### config.mk
export PLATFORM = sky130hd
export DESIGN_NAME = line_framer_sum_checksum_core
export DESIGN_NICKNAME = d
export VERILOG_FILES = /design/src/hw/rtl/lfsc_pkg.sv /design/src/hw/rtl/lfsc_line_track.sv /design/src/hw/rtl/lfsc_hex_field.sv /design/src/hw/rtl/line_framer_sum_checksum_core.sv
export SDC_FILE = /design/constraint.sdc
export NUM_CORES = 1
export LEC_CHECK = 0
export ABC_CLOCK_PERIOD_IN_PS = 9000
export BUFFER_PORTS_ARGS = -buffer_cell sky130_fd_sc_hd__buf_2
export CAP_MARGIN = 30
export CORE_UTILIZATION = 63
export DETAILED_ROUTE_END_ITERATION = 12
export GPL_TIMING_DRIVEN = 0
export PLACE_DENSITY_LB_ADDON = 0.08
export SLEW_MARGIN = 10
export SYNTH_ARGS = -nofsm -noshare
export SYNTH_HDL_FRONTEND = slang
export SYNTH_HIERARCHICAL = 1
export SYNTH_SLANG_ARGS = --single-unit
### constraint.sdc
create_clock -name clk -period 9 [get_ports clk]
set_input_delay 0.45 -clock clk [delete_from_list [all_inputs] [get_ports clk]]
set_output_delay 0.45 -clock clk [all_outputs]
set_load 0.01 [all_outputs]
### src/hw/rtl/lfsc_pkg.sv
`timescale 1ns / 1ps
// ----------------------------------------------------------------------------
// lfsc_pkg
// Shared constants, types and byte classifiers for the line framer.
// ----------------------------------------------------------------------------
package lfsc_pkg;

  localparam int LINE_CAPACITY = 512;
  localparam int COUNT_W       = $clog2(LINE_CAPACITY);
  localparam int LEN_W         = 9;
  localparam logic [COUNT_W-1:0] FULL_COUNT = COUNT_W'(LINE_CAPACITY - 1);

  localparam logic [7:0] CH_LF   = 8'h0A;
  localparam logic [7:0] CH_CR   = 8'h0D;
  localparam logic [7:0] CH_STAR = 8'h2A;
  localparam logic [7:0] CH_PLUS = 8'h2B;
  localparam logic [7:0] CH_MIN  = 8'h2D;
  localparam logic [7:0] CH_NUL  = 8'h00;

  localparam logic [1:0] ST_GOOD   = 2'd0;
  localparam logic [1:0] ST_BAD    = 2'd1;
  localparam logic [1:0] ST_NOSTAR = 2'd2;

  // Per-byte control decoded in the top level
  typedef struct packed {
    logic clear;     // newline: restart the line
    logic store;     // byte stored in the line
    logic set_ovf;   // byte dropped on a full line
    logic zero_set;  // zero byte ends checked content
    logic checked;   // byte enters the running sum
    logic star;      // checked '*'
    logic feed;      // checked byte after a '*'
  } lfsc_ctl_t;

  // Line status reported back to the top level
  typedef struct packed {
    logic [COUNT_W-1:0] count;
    logic [7:0]         total;
    logic [7:0]         saved;
    logic               marker;
    logic               zero_seen;
    logic               ovf;
    logic               full;
  } lfsc_line_t;

  typedef struct packed {
    logic       valid;
    logic [3:0] value;
  } lfsc_digit_t;

  function automatic lfsc_digit_t hex_digit(input logic [7:0] c);
    lfsc_digit_t d;
    d = '{valid: 1'b0, value: 4'd0};
    if (c inside {[8'h30:8'h39]}) begin
      d = '{valid: 1'b1, value: c[3:0]};
    end else if (c inside {[8'h61:8'h66], [8'h41:8'h46]}) begin
      d = '{valid: 1'b1, value: 4'(c[2:0] + 3'd1) + 4'd8};
    end
    return d;
  endfunction

  function automatic logic is_space(input logic [7:0] c);
    return c inside {8'h20, 8'h09, 8'h0B, 8'h0C};
  endfunction

endpackage

### src/hw/rtl/lfsc_line_track.sv
`timescale 1ns / 1ps
// ----------------------------------------------------------------------------
// lfsc_line_track
// Stored length, running sum, saved sum at the last '*' and line flags.
// ----------------------------------------------------------------------------
module lfsc_line_track (
  input  logic               clk,
  input  logic               rst_n,
  input  lfsc_pkg::lfsc_ctl_t ctl,
  input  logic [7:0]         data,
  output lfsc_pkg::lfsc_line_t line
);
  import lfsc_pkg::*;

  logic [COUNT_W-1:0] count_r, count_nxt;
  logic [7:0]         total_r, total_nxt;
  logic [7:0]         saved_r, saved_nxt;
  logic               marker_r, marker_nxt;
  logic               zero_r, zero_nxt;
  logic               ovf_r, ovf_nxt;

  always_comb begin
    count_nxt  = count_r;
    total_nxt  = total_r;
    saved_nxt  = saved_r;
    marker_nxt = marker_r;
    zero_nxt   = zero_r;
    ovf_nxt    = ovf_r;
    if (ctl.clear) begin
      count_nxt  = '0;
      total_nxt  = '0;
      saved_nxt  = '0;
      marker_nxt = 1'b0;
      zero_nxt   = 1'b0;
      ovf_nxt    = 1'b0;
    end else begin
      if (ctl.set_ovf)  ovf_nxt   = 1'b1;
      if (ctl.store)    count_nxt = count_r + COUNT_W'(1);
      if (ctl.zero_set) zero_nxt  = 1'b1;
      if (ctl.star) begin
        saved_nxt  = total_r;
        marker_nxt = 1'b1;
      end
      if (ctl.checked)  total_nxt = total_r + data;
    end
  end

  always_ff @(posedge clk) begin
    if (!rst_n) begin
      count_r  <= '0;
      total_r  <= '0;
      saved_r  <= '0;
      marker_r <= 1'b0;
      zero_r   <= 1'b0;
      ovf_r    <= 1'b0;
    end else begin
      count_r  <= count_nxt;
      total_r  <= total_nxt;
      saved_r  <= saved_nxt;
      marker_r <= marker_nxt;
      zero_r   <= zero_nxt;
      ovf_r    <= ovf_nxt;
    end
  end

  assign line = '{count: count_r, total: total_r, saved: saved_r, marker: marker_r,
                  zero_seen: zero_r, ovf: ovf_r, full: (count_r >= FULL_COUNT)};

endmodule

### src/hw/rtl/lfsc_hex_field.sv
`timescale 1ns / 1ps
// ----------------------------------------------------------------------------
// lfsc_hex_field
// Parser for the signed hex field that follows the last '*'.
// ----------------------------------------------------------------------------
module lfsc_hex_field (
  input  logic               clk,
  input  logic               rst_n,
  input  lfsc_pkg::lfsc_ctl_t ctl,
  input  logic [7:0]         data,
  output logic [7:0]         value
);
  import lfsc_pkg::*;

  localparam logic [1:0] HX_SKIP   = 2'd0;
  localparam logic [1:0] HX_SIGN   = 2'd1;
  localparam logic [1:0] HX_DIGITS = 2'd2;
  localparam logic [1:0] HX_DONE   = 2'd3;

  logic [1:0]  phase_r, phase_nxt;
  logic [7:0]  accum_r, accum_nxt;
  logic        minus_r, minus_nxt;
  lfsc_digit_t dig;

  assign dig = hex_digit(data);

  always_comb begin
    phase_nxt = phase_r;
    accum_nxt = accum_r;
    minus_nxt = minus_r;
    if (ctl.clear || ctl.star) begin
      phase_nxt = HX_SKIP;
      accum_nxt = '0;
      minus_nxt = 1'b0;
    end else if (ctl.feed) begin
      case (phase_r)
        HX_SKIP: begin
          if (is_space(data)) begin
            phase_nxt = HX_SKIP;
          end else if (data == CH_PLUS || data == CH_MIN) begin
            minus_nxt = (data == CH_MIN);
            phase_nxt = HX_SIGN;
          end else if (dig.valid) begin
            accum_nxt = {4'd0, dig.value};
            phase_nxt = HX_DIGITS;
          end else begin
            phase_nxt = HX_DONE;
          end
        end
        HX_SIGN, HX_DIGITS: begin
          if (dig.valid) begin
            accum_nxt = {accum_r[3:0], dig.value};
            phase_nxt = HX_DIGITS;
          end else begin
            phase_nxt = HX_DONE;
          end
        end
        default: phase_nxt = phase_r;
      endcase
    end
  end

  always_ff @(posedge clk) begin
    if (!rst_n) begin
      phase_r <= HX_SKIP;
      accum_r <= '0;
      minus_r <= 1'b0;
    end else begin
      phase_r <= phase_nxt;
      accum_r <= accum_nxt;
      minus_r <= minus_nxt;
    end
  end

  // apply the sign mod 256
  assign value = minus_r ? (8'd0 - accum_r) : accum_r;

endmodule

### src/hw/rtl/line_framer_sum_checksum_core.sv
`timescale 1ns / 1ps
// Datapath: an accepted byte waits in the input register, then is applied to the line state;
//   a closing newline's result is loaded into the result register that drives the out_ channel.
// Throughput: one byte per cycle, limited only by the single-byte update of the line
//   registers; a waiting result stalls input only when the byte held closes a line.
// Reset: synchronous, active low; clears the line state, the byte stage and out_valid.
// ----------------------------------------------------------------------------
// line_framer_sum_checksum_core
// Newline framer with an additive 8-bit checksum checked against the hex field
// after the last '*'. One result transaction per closed non-empty line.
// ----------------------------------------------------------------------------
module line_framer_sum_checksum_core (
  input  logic                     clk,
  input  logic                     rst_n,
  input  logic                     in_valid,
  output logic                     in_stall,
  input  logic [7:0]               in_rx_data,
  output logic                     out_valid,
  input  logic                     out_stall,
  output logic [1:0]               out_status,
  output logic [7:0]               out_computed_sum,
  output logic [7:0]               out_received_sum,
  output logic [lfsc_pkg::LEN_W-1:0] out_line_length,
  output logic                     out_truncated
);
  import lfsc_pkg::*;

  // Input register: one byte waiting to be applied to the line state
  logic       s1_valid_r;
  logic [7:0] s1_data_r;

  // Result register
  logic             out_valid_r;
  logic [1:0]       status_r;
  logic [7:0]       comp_r;
  logic [7:0]       recv_r;
  logic [LEN_W-1:0] len_r;
  logic             trunc_r;

  lfsc_ctl_t  ctl;
  lfsc_line_t line;
  logic [7:0] hex_val;

  logic is_nl;
  logic is_cr;
  logic emits;
  logic s1_take;
  logic step;
  logic in_take;
  logic out_drain;
  logic live;

  // Classify the held byte
  assign is_nl = (s1_data_r == CH_LF);
  assign is_cr = (s1_data_r == CH_CR);
  assign emits = is_nl && (line.count != '0);

  // The held byte proceeds unless it would overwrite a result that is still stalled
  assign s1_take  = !(emits && out_valid_r && out_stall);
  assign step     = s1_valid_r && s1_take;
  assign in_stall = s1_valid_r && !s1_take;
  assign in_take  = in_valid && !in_stall;
  assign out_drain = out_valid_r && !out_stall;

  // Bytes past a zero byte are stored but kept out of the checksum
  assign live = !line.zero_seen;

  always_comb begin
    ctl.clear    = step && is_nl;
    ctl.store    = step && !is_nl && !is_cr && !line.full;
    ctl.set_ovf  = step && !is_nl && !is_cr && line.full;
    ctl.zero_set = ctl.store && live && (s1_data_r == CH_NUL);
    ctl.checked  = ctl.store && live && (s1_data_r != CH_NUL);
    ctl.star     = ctl.checked && (s1_data_r == CH_STAR);
    ctl.feed     = ctl.checked && (s1_data_r != CH_STAR) && line.marker;
  end

  lfsc_line_track u_line (
    .clk   (clk),
    .rst_n (rst_n),
    .ctl   (ctl),
    .data  (s1_data_r),
    .line  (line)
  );

  lfsc_hex_field u_hex (
    .clk   (clk),
    .rst_n (rst_n),
    .ctl   (ctl),
    .data  (s1_data_r),
    .value (hex_val)
  );

  // Input stage: load on every accepted transaction, empty once the byte is applied
  always_ff @(posedge clk) begin
    if (!rst_n) begin
      s1_valid_r <= 1'b0;
    end else if (in_take) begin
      s1_valid_r <= 1'b1;
    end else if (step) begin
      s1_valid_r <= 1'b0;
    end
  end

  always_ff @(posedge clk) begin
    if (in_take) begin
      s1_data_r <= in_rx_data;
    end
  end

  // Result stage: load on a closing newline, drop once the transaction is taken
  always_ff @(posedge clk) begin
    if (!rst_n) begin
      out_valid_r <= 1'b0;
    end else if (step && emits) begin
      out_valid_r <= 1'b1;
    end else if (out_drain) begin
      out_valid_r <= 1'b0;
    end
  end

  always_ff @(posedge clk) begin
    if (step && emits) begin
      len_r   <= LEN_W'(line.count);
      trunc_r <= line.ovf;
      if (line.marker) begin
        comp_r   <= line.saved;
        recv_r   <= hex_val;
        status_r <= (line.saved == hex_val) ? ST_GOOD : ST_BAD;
      end else begin
        // no star: report the whole checked sum, received field reads as zero
        comp_r   <= line.total;
        recv_r   <= 8'd0;
        status_r <= ST_NOSTAR;
      end
    end
  end

  assign out_valid        = out_valid_r;
  assign out_status       = status_r;
  assign out_computed_sum = comp_r;
  assign out_received_sum = recv_r;
  assign out_line_length  = len_r;
  assign out_truncated    = trunc_r;

endmodule

==> results of run 1 <==
-- worst max-delay path, stage by stage (launching register included) --
cell and delay (ns):
dfxtp_1 0.36, and3_1 0.22, nand2_1 0.11, nor2_1 0.07
and2_1 0.16, ha_1 0.18, a41o_1 0.23, nor2_1 0.20
o211ai_1 0.15, nor3_1 0.39, and2b_1 0.29, o31ai_4 0.16
and2b_2 0.24, a2111oi_4 0.26
-- routing by layer --
metal | GRT usage | wire length, um | vias up | share of wire
met4 | 0.104 | 139 | 0 | 0.018
met1 | 0.345 | 3650 | 1407 | 0.46
met2 | 0.413 | 3720 | 83 | 0.47
met5 | 0 | 0 | - | 0
li1 | - | - | 1472 | -
met3 | 0.0494 | 358 | 15 | 0.045
-- power groups by stage --
stage                     Combinational (mW)  Sequential, mW  Clock [mW]
after floorplan                       0.0472           0.390           0
after global placement                0.0569           0.394           0
after detailed placement              0.0587           0.395           0
after CTS                             0.0595           0.387       0.288
after global routing                  0.0671           0.388       0.304
final                                 0.0599           0.387       0.288
-- path summary, 6_finish.rpt --
path | start | to | slack, ns | cells past startpoint
min | in_rx_data[1] | s1_data_r[1] | 0.28 | 1
min reg2reg | u_line/zero_r | u_line/zero_r | 0.48 | 2
max | u_line/count_r[5] | u_hex/accum_r[2] | 5.89 | 13
max reg2reg | u_line/count_r[5] | u_hex/accum_r[2] | 5.89 | 13
-- kinds of logic (layout without fill, tap and decap cells) --
logic type                 after synthesis  in the layout  synth area share
and+or+nand+nor                        138            138             0.196
DFF                                     77             77             0.480
AOI/OAI and AO/OA                       61             61             0.126
buffers and inverters                   28             87            0.0335
muxes                                   24             24            0.0632
xor gates and xnor gates                22             22            0.0486
adders and majority gates               16             16            0.0524
-- registers in the layout (all words and copies together) (netlist names) --
register / flops
out_computed_sum: 8
s1_valid_r: 1
u_line/marker_r: 1
out_status: 2
u_line/saved_r: 8
u_hex/phase_r: 2
u_hex/minus_r: 1
out_valid: 1
u_line/count_r: 9
u_line/ovf_r: 1
out_truncated: 1
out_received_sum: 8
u_line/zero_r: 1
u_hex/accum_r: 8
out_line_length: 9
u_line/total_r: 8
s1_data_r: 8
-- placed cells by master, fill, tap and decap left out, types with 4 or more instances in the layout --
cell       synthesis  final
nor4_1             4      4
a32oi_1            4      4
nand3_1            7      7
inv_1             11     11
buf_2              4     45
edfxtp_1          36     36
o2111ai_1          4      4
nand4_1            7      7
buf_4              4      6
and2_1            11     11
nor3_1             9      8
a21oi_1           10     10
o21ai_0            5      5
clkbuf_1           5      6
mux2i_1           16     16
clkbuf_8           0      9
xnor2_1           10     10
mux2_2             8      8
xor2_1            12     12
nor2_1            43     43
dfxtp_1           41     41
nand2_1           20     20
a211oi_1           7      7
ha_1              15     15
-- area by class of cell --
class	instances	share of cell area
inverter	12	0.0100
tap	75	0.0209
sequential	77	0.423
multi-input combinational	261	0.430
timing repair buffer	43	0.0490
clock inverter	6	0.0192
clock buffer	10	0.0284
buffer	16	0.0195
-- stage by stage --
| stage | area, um2 | worst slack, ns | power, mW |
|---|---|---|---|
| 2_1_floorplan | 3960 | 5.54 | 0.437 |
| 3_3_place_gp | 4260 | 4.74 | 0.451 |
| 3_5_place_dp | 4280 | 5.97 | 0.453 |
| 4_1_cts | 4500 | 5.93 | 0.734 |
| 5_1_grt | 4500 | 5.69 | 0.759 |
| 6_report | 4500 | 5.89 | 0.735 |
==> metrics.yaml, run 1 <==
intPower_mw: 0.555
setup_viol: 0
p_switching_mw: 0.179
synth_top_cell_area_share: 0.273
multi_input_area_mm2: 0.00193
synth.distinct_cells: 68
cts_made_buffers: 9
ant_nets: 0
pwr-share-seq: 0.527
synthArstFlopShare: 0
grt_pass1_wl_um: 12800
critPathRequiredTime_ns: 9.25
yosysMostFrequentCell: "nor2_1"
insertion_delay_ns: 0.34
antenna_found_initial: 0
synth-main-ff-cell: "dfxtp_1"
pwr-share-clk: 0.392
regArea_mm2: 0.00190
power.leakage_nw: 1.80
pin_count: 42
nets: 448
htreeDepth: 3
vias: 2977
synth_edf_count: 36
num_antenna_cells: 0
holdWs_ns: 0.277
core_mm2: 0.00599
status: "completed"
cp_data_arrival_time_ns: 3.36
wl_per_cell_um: 15.7
setup_tns_ns: 0
ctsHoldBuffers: 0
synth_area_mm2: 0.00396
fmax_mhz: 322
power.density_mw_per_mm2: 163
final_util: 0.750
syn-num-nets: 394
io_buffers: 41
num_rows: 28
p_sw_frac: 0.244
yosys-top-cells-area: "edfxtp_1, dfxtp_1, ha_1"
gp_congestion: 0.867
drtIter0Drc: 144
crit_fanout: 10
cts_resized: 0
via_per_inst: 5.95
ys_seq_area_frac: 0.480
ys_seq_elements: 77
critical_path_class: "reg -> reg"
clockRootBuffer: "clkbuf_8"
post-cts-setup-buffers: 0
totalWireLength_um: 7870
tightestPinTransition_ns: 0.751
max-vdd-ir-drop_mv: 0.134
stdcell_count: 500
drc: 0
cts_tree: "built"
rsz0062_at_grt: "false"
final_layout_size_suffix_gt1_frac: 0.224
skew_ns: 0.00607
grt-ovfl-total: 0
syn_avg_cell_area_um2: 10.8
globalRouteTotalUtil: 0.259
dieArea_mm2: 0.00661
start_util: 0.661
clkTransAtPathRegs_ns: 0.08
finalMaxSlewViolations: 0
hold_viol: 0
cp-end-kind: "flip-flop"
clock-sinks: 77
grt_max_degree: 16
hpwlAfterDp_um: 5550
die_h_um: 81.3
fin_crit_ns: 3.11
period_share: 0.345
slew_headroom: 0.493
yosysWarnings: 6
start_kind: "flip-flop"
yosys-top-cells-count: "nor2_1, dfxtp_1, edfxtp_1"
syn_inst: 366
maxCapViolCount: 0
drtPass1Iterations: 4
grt_pass1_vias: 2645
area_growth_pct: 13.5
yosysTopAreaCell: "edfxtp_1"
die_x_um: 81.3
numPlacedInstances: 484
hp-class: "in -> reg"
clock_path_buffers: 2
n_fill_cell: 454
comb_power_share: 0.082
(Power assumes the default switching activity.)
==> inputs of run 2 (changes only) <==
--- a/config.mk
+++ b/config.mk
@@ -5,10 +5,11 @@
 export SDC_FILE = /design/constraint.sdc
 export NUM_CORES = 1
 export LEC_CHECK = 0
-export ABC_CLOCK_PERIOD_IN_PS = 9000
+export ABC_AREA = 1
+export ABC_CLOCK_PERIOD_IN_PS = 2500
 export BUFFER_PORTS_ARGS = -buffer_cell sky130_fd_sc_hd__buf_2
 export CAP_MARGIN = 30
-export CORE_UTILIZATION = 63
+export CORE_UTILIZATION = 53
 export DETAILED_ROUTE_END_ITERATION = 12
 export GPL_TIMING_DRIVEN = 0
 export PLACE_DENSITY_LB_ADDON = 0.08
==> constraint.sdc (replaced) <==
create_clock -name clk -period 2.5 [get_ports clk]
set_input_delay 0.125 -clock clk [delete_from_list [all_inputs] [get_ports clk]]
set_output_delay 0.125 -clock clk [all_outputs]
set_load 0.01 [all_outputs]
==> metrics.yaml, run 2 <==
tightestPinTransition_ns: 0.602  # -0.149 ns
syn_inst: 497  # +36%
yosys-top-cells-area: "edfxtp_1, dfxtp_1, nand2_1"
synthArstFlopShare: 0  # unchanged
layout_commonest_cell: "nand2_1"
clock-sinks: 77  # unchanged
clock_path_buffers: 2  # unchanged
drtPass1Iterations: 4  # unchanged
drc: 0  # unchanged
grt_pass1_wl_um: 13100  # +1.9%
via_per_inst: 4.94  # -17%
clkTransAtPathRegs_ns: 0.08  # about the same
stdcell_count: 675  # +35%
rsz0062_at_grt: "false"
vias: 3333  # +12%
area_growth_pct: 19.3
cts_made_buffers: 9  # unchanged
die_x_um: 89.0  # +9.4%
setup_tns_ns: 0  # unchanged
cp-end-kind: "flip-flop"
numPlacedInstances: 637  # +32%
max-vdd-ir-drop_mv: 0.303  # +130%
antenna_found_initial: 0  # unchanged
drtIter0Drc: 181  # +26%
grt_max_degree: 29  # +13
synth.distinct_cells: 37  # -46%
status: "completed"
synth_area_mm2: 0.00401  # +1.2%
ys_seq_elements: 77  # unchanged
gp_congestion: 0.877  # +1.1%
ys_seq_area_frac: 0.474  # -0.00569
critPathRequiredTime_ns: 2.75  # -6.50 ns
final_area_mm2: 0.00478  # +6.4%
critical_path_class: "reg -> reg"
syn_avg_cell_area_um2: 8.07  # -25%
skew_ns: 0.00955  # +0.00348 ns
fin_crit_ns: 2.30  # -0.812 ns
insertion_delay_ns: 0.35  # about the same
htreeDepth: 3  # unchanged
yosysWarnings: 6  # unchanged
globalRouteTotalUtil: 0.222  # -0.0373
synth-main-ff-cell: "dfxtp_1"
synth_top_cell_area_share: 0.270  # -0.00323
yosysMostFrequentCell: "nand2_1"
final_layout_size_suffix_gt1_frac: 0.196  # -0.0273
die_h_um: 89.0  # +9.4%
core_mm2: 0.00729  # +22%
io_buffers: 41  # unchanged
finalMaxSlewViolations: 0  # unchanged
hp-class: "in -> reg"
hold_viol: 0  # unchanged
syn-num-nets: 525  # +33%
yosys-top-cells-count: "nand2_1, inv_1, nor2_1"
dpl_cell_area_mm2: 0.00434  # +1.3%
grt-ovfl-total: 0  # unchanged
start_util: 0.550  # -0.112
crit_fanout: 10  # unchanged
power.leakage_nw: 2.16  # +20%
clockRootBuffer: "clkbuf_8"
yosysTopAreaCell: "edfxtp_1"
num_antenna_cells: 0  # unchanged
maxCapViolCount: 0  # unchanged
pin_count: 42  # unchanged
setup_viol: 0  # unchanged
grt_pass1_vias: 2872  # +8.6%
slew_headroom: 0.597  # +0.104
hpwlAfterDp_um: 5690  # +2.5%
dieArea_mm2: 0.00792  # +20%
ant_nets: 0  # unchanged
final_cell_mix: "nand2_1, inv_1, nor2_1"
synth_edf_count: 36  # unchanged
period_share: 0.918  # +0.573
cp_data_arrival_time_ns: 2.55  # -0.81 ns
start_kind: "flip-flop"
nets: 599  # +34%
fmax_mhz: 436  # +35%
power.density_mw_per_mm2: 553  # +240%
num_rows: 31  # +11%
totalWireLength_um: 8210  # +4.3%
cts_tree: "built"
wl_per_cell_um: 12.2  # -23%
-- run 2: cell types whose count changed in the layout (fill, tap and decap cells not counted), moves of 13 or more --
cell,before,now
o21ai_0,5,18
mux2i_1,16,0
nand3_1,7,24
nand2_1,20,127
a21oi_1,10,34
inv_1,11,65
-- run 2: metrics by stage --
| stage | power, mW | setup WS, ns | hold WS, ns | util |
|---|---|---|---|---|
| floorplan | 1.57 | 0.358 | 0.224 | - |
| global placement | 1.62 | 0.0295 | 0.301 | 0.595 |
| detailed placement | 1.63 | -0.0507 | 0.303 | 0.595 |
| CTS | 2.66 | 0.00285 | 0.0186 | 0.637 |
| global route | 2.77 | 0.00698 | 0.0525 | 0.656 |
| finish | 2.65 | 0.204 | 0.0453 | 0.656 |
-- run 2: final timing paths --
path	endpoint	cells past startpoint	slack [ns]	start
min reg2reg	u_line/count_r[0]	1	0.48	u_line/count_r[0]
max	u_hex/accum_r[0]	14	0.20	u_line/count_r[0]
max reg2reg	u_hex/accum_r[0]	14	0.20	u_line/count_r[0]
min	s1_valid_r	3	0.05	in_valid
-- run 2: layer usage --
| layer | GRT usage | vias up | routed length, um |
|---|---|---|---|
| li1 | - | 1734 | - |
| met1 | 0.299 | 1508 | 3890 |
| met2 | 0.358 | 85 | 3940 |
| met3 | 0.0425 | 6 | 293 |
| met4 | 0.0837 | 0 | 77 |
| met5 | 0 | - | 0 |
-- run 2: power by group --
part	internal (mW)	total (mW)	leakage, nW	switching (mW)
clock	0.562	1.02	0.110	0.459
combinational	0.109	0.257	1.42	0.148
sequential	1.34	1.37	0.635	0.0314
total	2.01	2.65	2.16	0.639
-- run 2: logic make-up (layout without fill, tap and decap cells) --
kind of cell | count (synthesis) | count (layout) | share of synthesized area
buffers and inverters | 88 | 167 | 0.0908
AND/OR/NAND/NOR | 236 | 236 | 0.258
flip-flops | 77 | 77 | 0.474
adder cells (fa/ha/maj) | 16 | 16 | 0.0518
XOR/XNOR | 18 | 18 | 0.0393
AO/OA/AOI/OAI | 62 | 62 | 0.0858
-- run 2: critical path, stage by stage, from the launching register on --
cell and delay, ns:
dfxtp_2 0.35, ha_1 0.22, inv_1 0.07, nor4_2 0.05, ha_1 0.17, a41o_2 0.27
nor2_4 0.14, nand3_2 0.11, nor2_1 0.17, inv_1 0.10, nor2_4 0.16, clkbuf_4 0.22
nand3_1 0.08, nand2_1 0.06, nor2_1 0.03
-- run 2: timing repair --
action / CTS / global route
hold buffers: 8 / 0
gates resized for setup: 2 / 10
gates cloned: 0 / 1
endpoints found under the setup margin: 29 / 45
hold endpoints to repair: 8 / 0
buffers inserted: 0 / 13
pin swaps: 0 / 1
-- run 2: final cells by class --
| type | instances | area (um2) |
|---|---|---|
| fill | 642 | 2510 |
| sequential | 77 | 1910 |
| multi-input combinational | 332 | 1760 |
| timing repair buffer | 62 | 395 |
| inverter | 73 | 278 |
| clock buffer | 10 | 128 |
| tap | 99 | 124 |
| buffer | 15 | 95.1 |
| clock inverter | 6 | 87.6 |
| timing repair inverter | 1 | 7.51 |
==> inputs of run 3 (changes only) <==
--- a/config.mk
+++ b/config.mk
@@ -7,11 +7,12 @@
 export LEC_CHECK = 0
 export ABC_AREA = 1
 export ABC_CLOCK_PERIOD_IN_PS = 2500
-export BUFFER_PORTS_ARGS = -buffer_cell sky130_fd_sc_hd__buf_2
 export CAP_MARGIN = 30
-export CORE_UTILIZATION = 53
+export CORE_UTILIZATION = 57
 export DETAILED_ROUTE_END_ITERATION = 12
+export DONT_BUFFER_PORTS = 1
 export GPL_TIMING_DRIVEN = 0
+export HOLD_SLACK_MARGIN = 0.03
 export PLACE_DENSITY_LB_ADDON = 0.08
 export SLEW_MARGIN = 10
 export SYNTH_ARGS = -nofsm -noshare
==> metrics.yaml, run 3 (synthesized netlist as in run 2, its figures left out) <==
r2r_start: "u_line/count_r[0]"
cp_data_arrival_time_ns: 2.56  # about the same
totalWireLength_um: 7770  # -5.3%
cts_made_buffers: 9  # unchanged
insertion_delay_ns: 0.34  # about the same
slew_headroom: 0.612  # +0.0146
finalMaxSlewViolations: 0  # unchanged
num_rows: 30  # -3.2%
grtUsageMet2: 0.350  # -0.00811
layout_commonest_cell: "nand2_1"
area_growth_pct: 14.8
grt_pass1_wl_um: 12700  # -2.8%
fmax_mhz: 432  # -0.85%
ant_nets: 0  # unchanged
drtIter0Drc: 168  # -7.2%
cp-end-kind: "flip-flop"
comb_power_share: 0.092  # -0.005
dp_slack_ns: -0.0109  # +0.0397 ns
period_share: 0.926  # +0.00786
reg2reg_slack_ns: 0.18  # -0.02 ns
nets: 558  # -6.8%
grt_pass1_vias: 2726  # -5.1%
setup_viol: 0  # unchanged
intPower_mw: 2.10  # +4.7%
hpwlAfterDp_um: 5470  # -3.9%
fin_crit_ns: 2.32  # +0.0196 ns
r2r_cells: 14  # unchanged
stdcell_count: 631  # -6.5%
p_switching_mw: 0.613  # -4.0%
worst_slack_ns: 0.185  # -0.0196 ns
crit_family: "simple AND/OR/NAND/NOR gates"
pwr-share-seq: 0.503  # -0.014
drtPass1Iterations: 7  # +3
use_met1: 0.310  # +0.0109
htreeDepth: 3  # unchanged
regToRegEndpoint: "u_hex/accum_r[0]"
setup_tns_ns: 0  # unchanged
worstHoldEndpoint: "u_hex/phase_r[1]"
final_cell_mix: "nand2_1, inv_1, nor2_1"
hold_start: "rst_n"
crit_fanout: 10  # unchanged
grt-ovfl-total: 0  # unchanged
cts_tree: "built"
die_h_um: 85.9  # -3.5%
gp_congestion: 0.867  # -1.2%
hold_viol: 0  # unchanged
tightestPinTransition_ns: 0.580  # -0.0218 ns
met3_usage: 0.0491  # +0.00661
dieArea_mm2: 0.00737  # -6.9%
core_mm2: 0.00679  # -6.8%
via_per_inst: 5.05  # +2.2%
p_sw_frac: 0.226  # -0.0156
clock_path_buffers: 2  # unchanged
die_x_um: 85.9  # -3.5%
status: "completed"
rsz0062_at_grt: "false"
skew_ns: 0.0101  # +0.000554 ns
clkTransAtPathRegs_ns: 0.08  # about the same
clock-sinks: 77  # unchanged
start_kind: "flip-flop"
critPathBufInv: 3  # unchanged
num_antenna_cells: 0  # unchanged
drc: 0  # unchanged
globalRouteTotalUtil: 0.224  # +0.00181
io_buffers: 0  # -100%
wl_per_cell_um: 12.3  # +1.3%
holdPathStages: 3  # unchanged
path_cells: "ha_1, inv_1, nor4_1, ha_1, a41o_2, nor2_4, nand3_2, nor2_1, inv_1, nor2_4, clkbuf_4, nand3_1, nand2_1, nor2_1"
pwr-share-clk: 0.405  # +0.019
clockRootBuffer: "clkbuf_8"
vias: 3184  # -4.5%
hp-class: "in -> reg"
maxCapViolCount: 0  # unchanged
power.leakage_nw: 2.03  # -6.1%
grt_busiest_layer: "met2"
critPathRequiredTime_ns: 2.74  # about the same
start_util: 0.590  # +0.0403
final_layout_size_suffix_gt1_frac: 0.125  # -0.0709
crit_path_top_delay_cell: "dfxtp_2"
grt_max_degree: 29  # unchanged
critical_path_class: "reg -> reg"
antenna_found_initial: 0  # unchanged
pin_count: 42  # unchanged
power.density_mw_per_mm2: 590  # +6.6%
max-vdd-ir-drop_mv: 0.387  # +28%
crit_path_max_incr_delay_ns: 0.35  # about the same
numPlacedInstances: 593  # -6.9%
run 3: area by class of cell:
cell class                      instances  area, um2
Clock inverter                          6        111
Tap cell                               96        120
Timing Repair Buffer                   21        198
Inverter                               73        278
Clock buffer                           10        128
Multi-Input combinational cell        332       1760
Fill cell                             570       2190
Sequential cell                        77       1910
Timing Repair inverter                  1       7.51
Buffer                                 15       98.8
run 3: worst reg2reg max path: cells and delay by family, from the launching register on:
kind	cells	cell delay [ns]
and+or+nand+nor	8	0.83
adders and majority gates	2	0.40
buffers and inverters	3	0.38
DFF	1	0.35
AOI/OAI and AO/OA	1	0.26
run 3: worst max path at each step:
stage	start	endpoint	slack, ns	cells after the start
global placement	u_line/count_r[6]	u_hex/minus_r	0.04	13
global route	u_line/count_r[0]	u_hex/accum_r[0]	0.003	14
floorplan	u_line/count_r[0]	u_hex/accum_r[0]	0.36	14
detailed placement	s1_data_r[0]	u_hex/minus_r	-0.01	14
finish	u_line/count_r[0]	u_hex/accum_r[0]	0.18	14
CTS	s1_data_r[0]	out_received_sum[2]	0.03	10
run 3: metrics by stage:
step	instance area (um2)	hold WS [ns]	util	power, mW
2_1_floorplan	4010	0.224	-	1.57
3_3_place_gp	4130	0.224	0.608	1.61
3_5_place_dp	4130	0.224	0.608	1.62
4_1_cts	4490	0.0677	0.661	2.73
5_1_grt	4600	0.0754	0.678	2.83
6_report	4600	0.0971	0.678	2.72
run 3: per-layer routing:
metal	vias to the layer above	share of wire
met5	-	0
met4	0	0.011
met3	8	0.044
met2	87	0.47
met1	1438	0.48
li1	1651	-
run 3: power groups by stage:
stage / Sequential, mW / Combinational (mW) / Clock, mW
after detailed placement: 1.41 / 0.212 / 0
after global routing: 1.37 / 0.285 / 1.18
final: 1.37 / 0.250 / 1.10
after CTS: 1.38 / 0.225 / 1.13
after global placement: 1.41 / 0.204 / 0
after floorplan: 1.39 / 0.176 / 0
run 3: what timing repair did:
| action | in CTS | in global routing |
|---|---|---|
| endpoints found under the hold margin | 11 | 0 |
| gates resized for setup | 3 | 9 |
| endpoints found under the setup margin | 3 | 41 |
| pin swaps | 0 | 2 |
| gates cloned | 0 | 1 |
| hold buffers | 11 | 0 |
| buffers inserted | 0 | 10 |
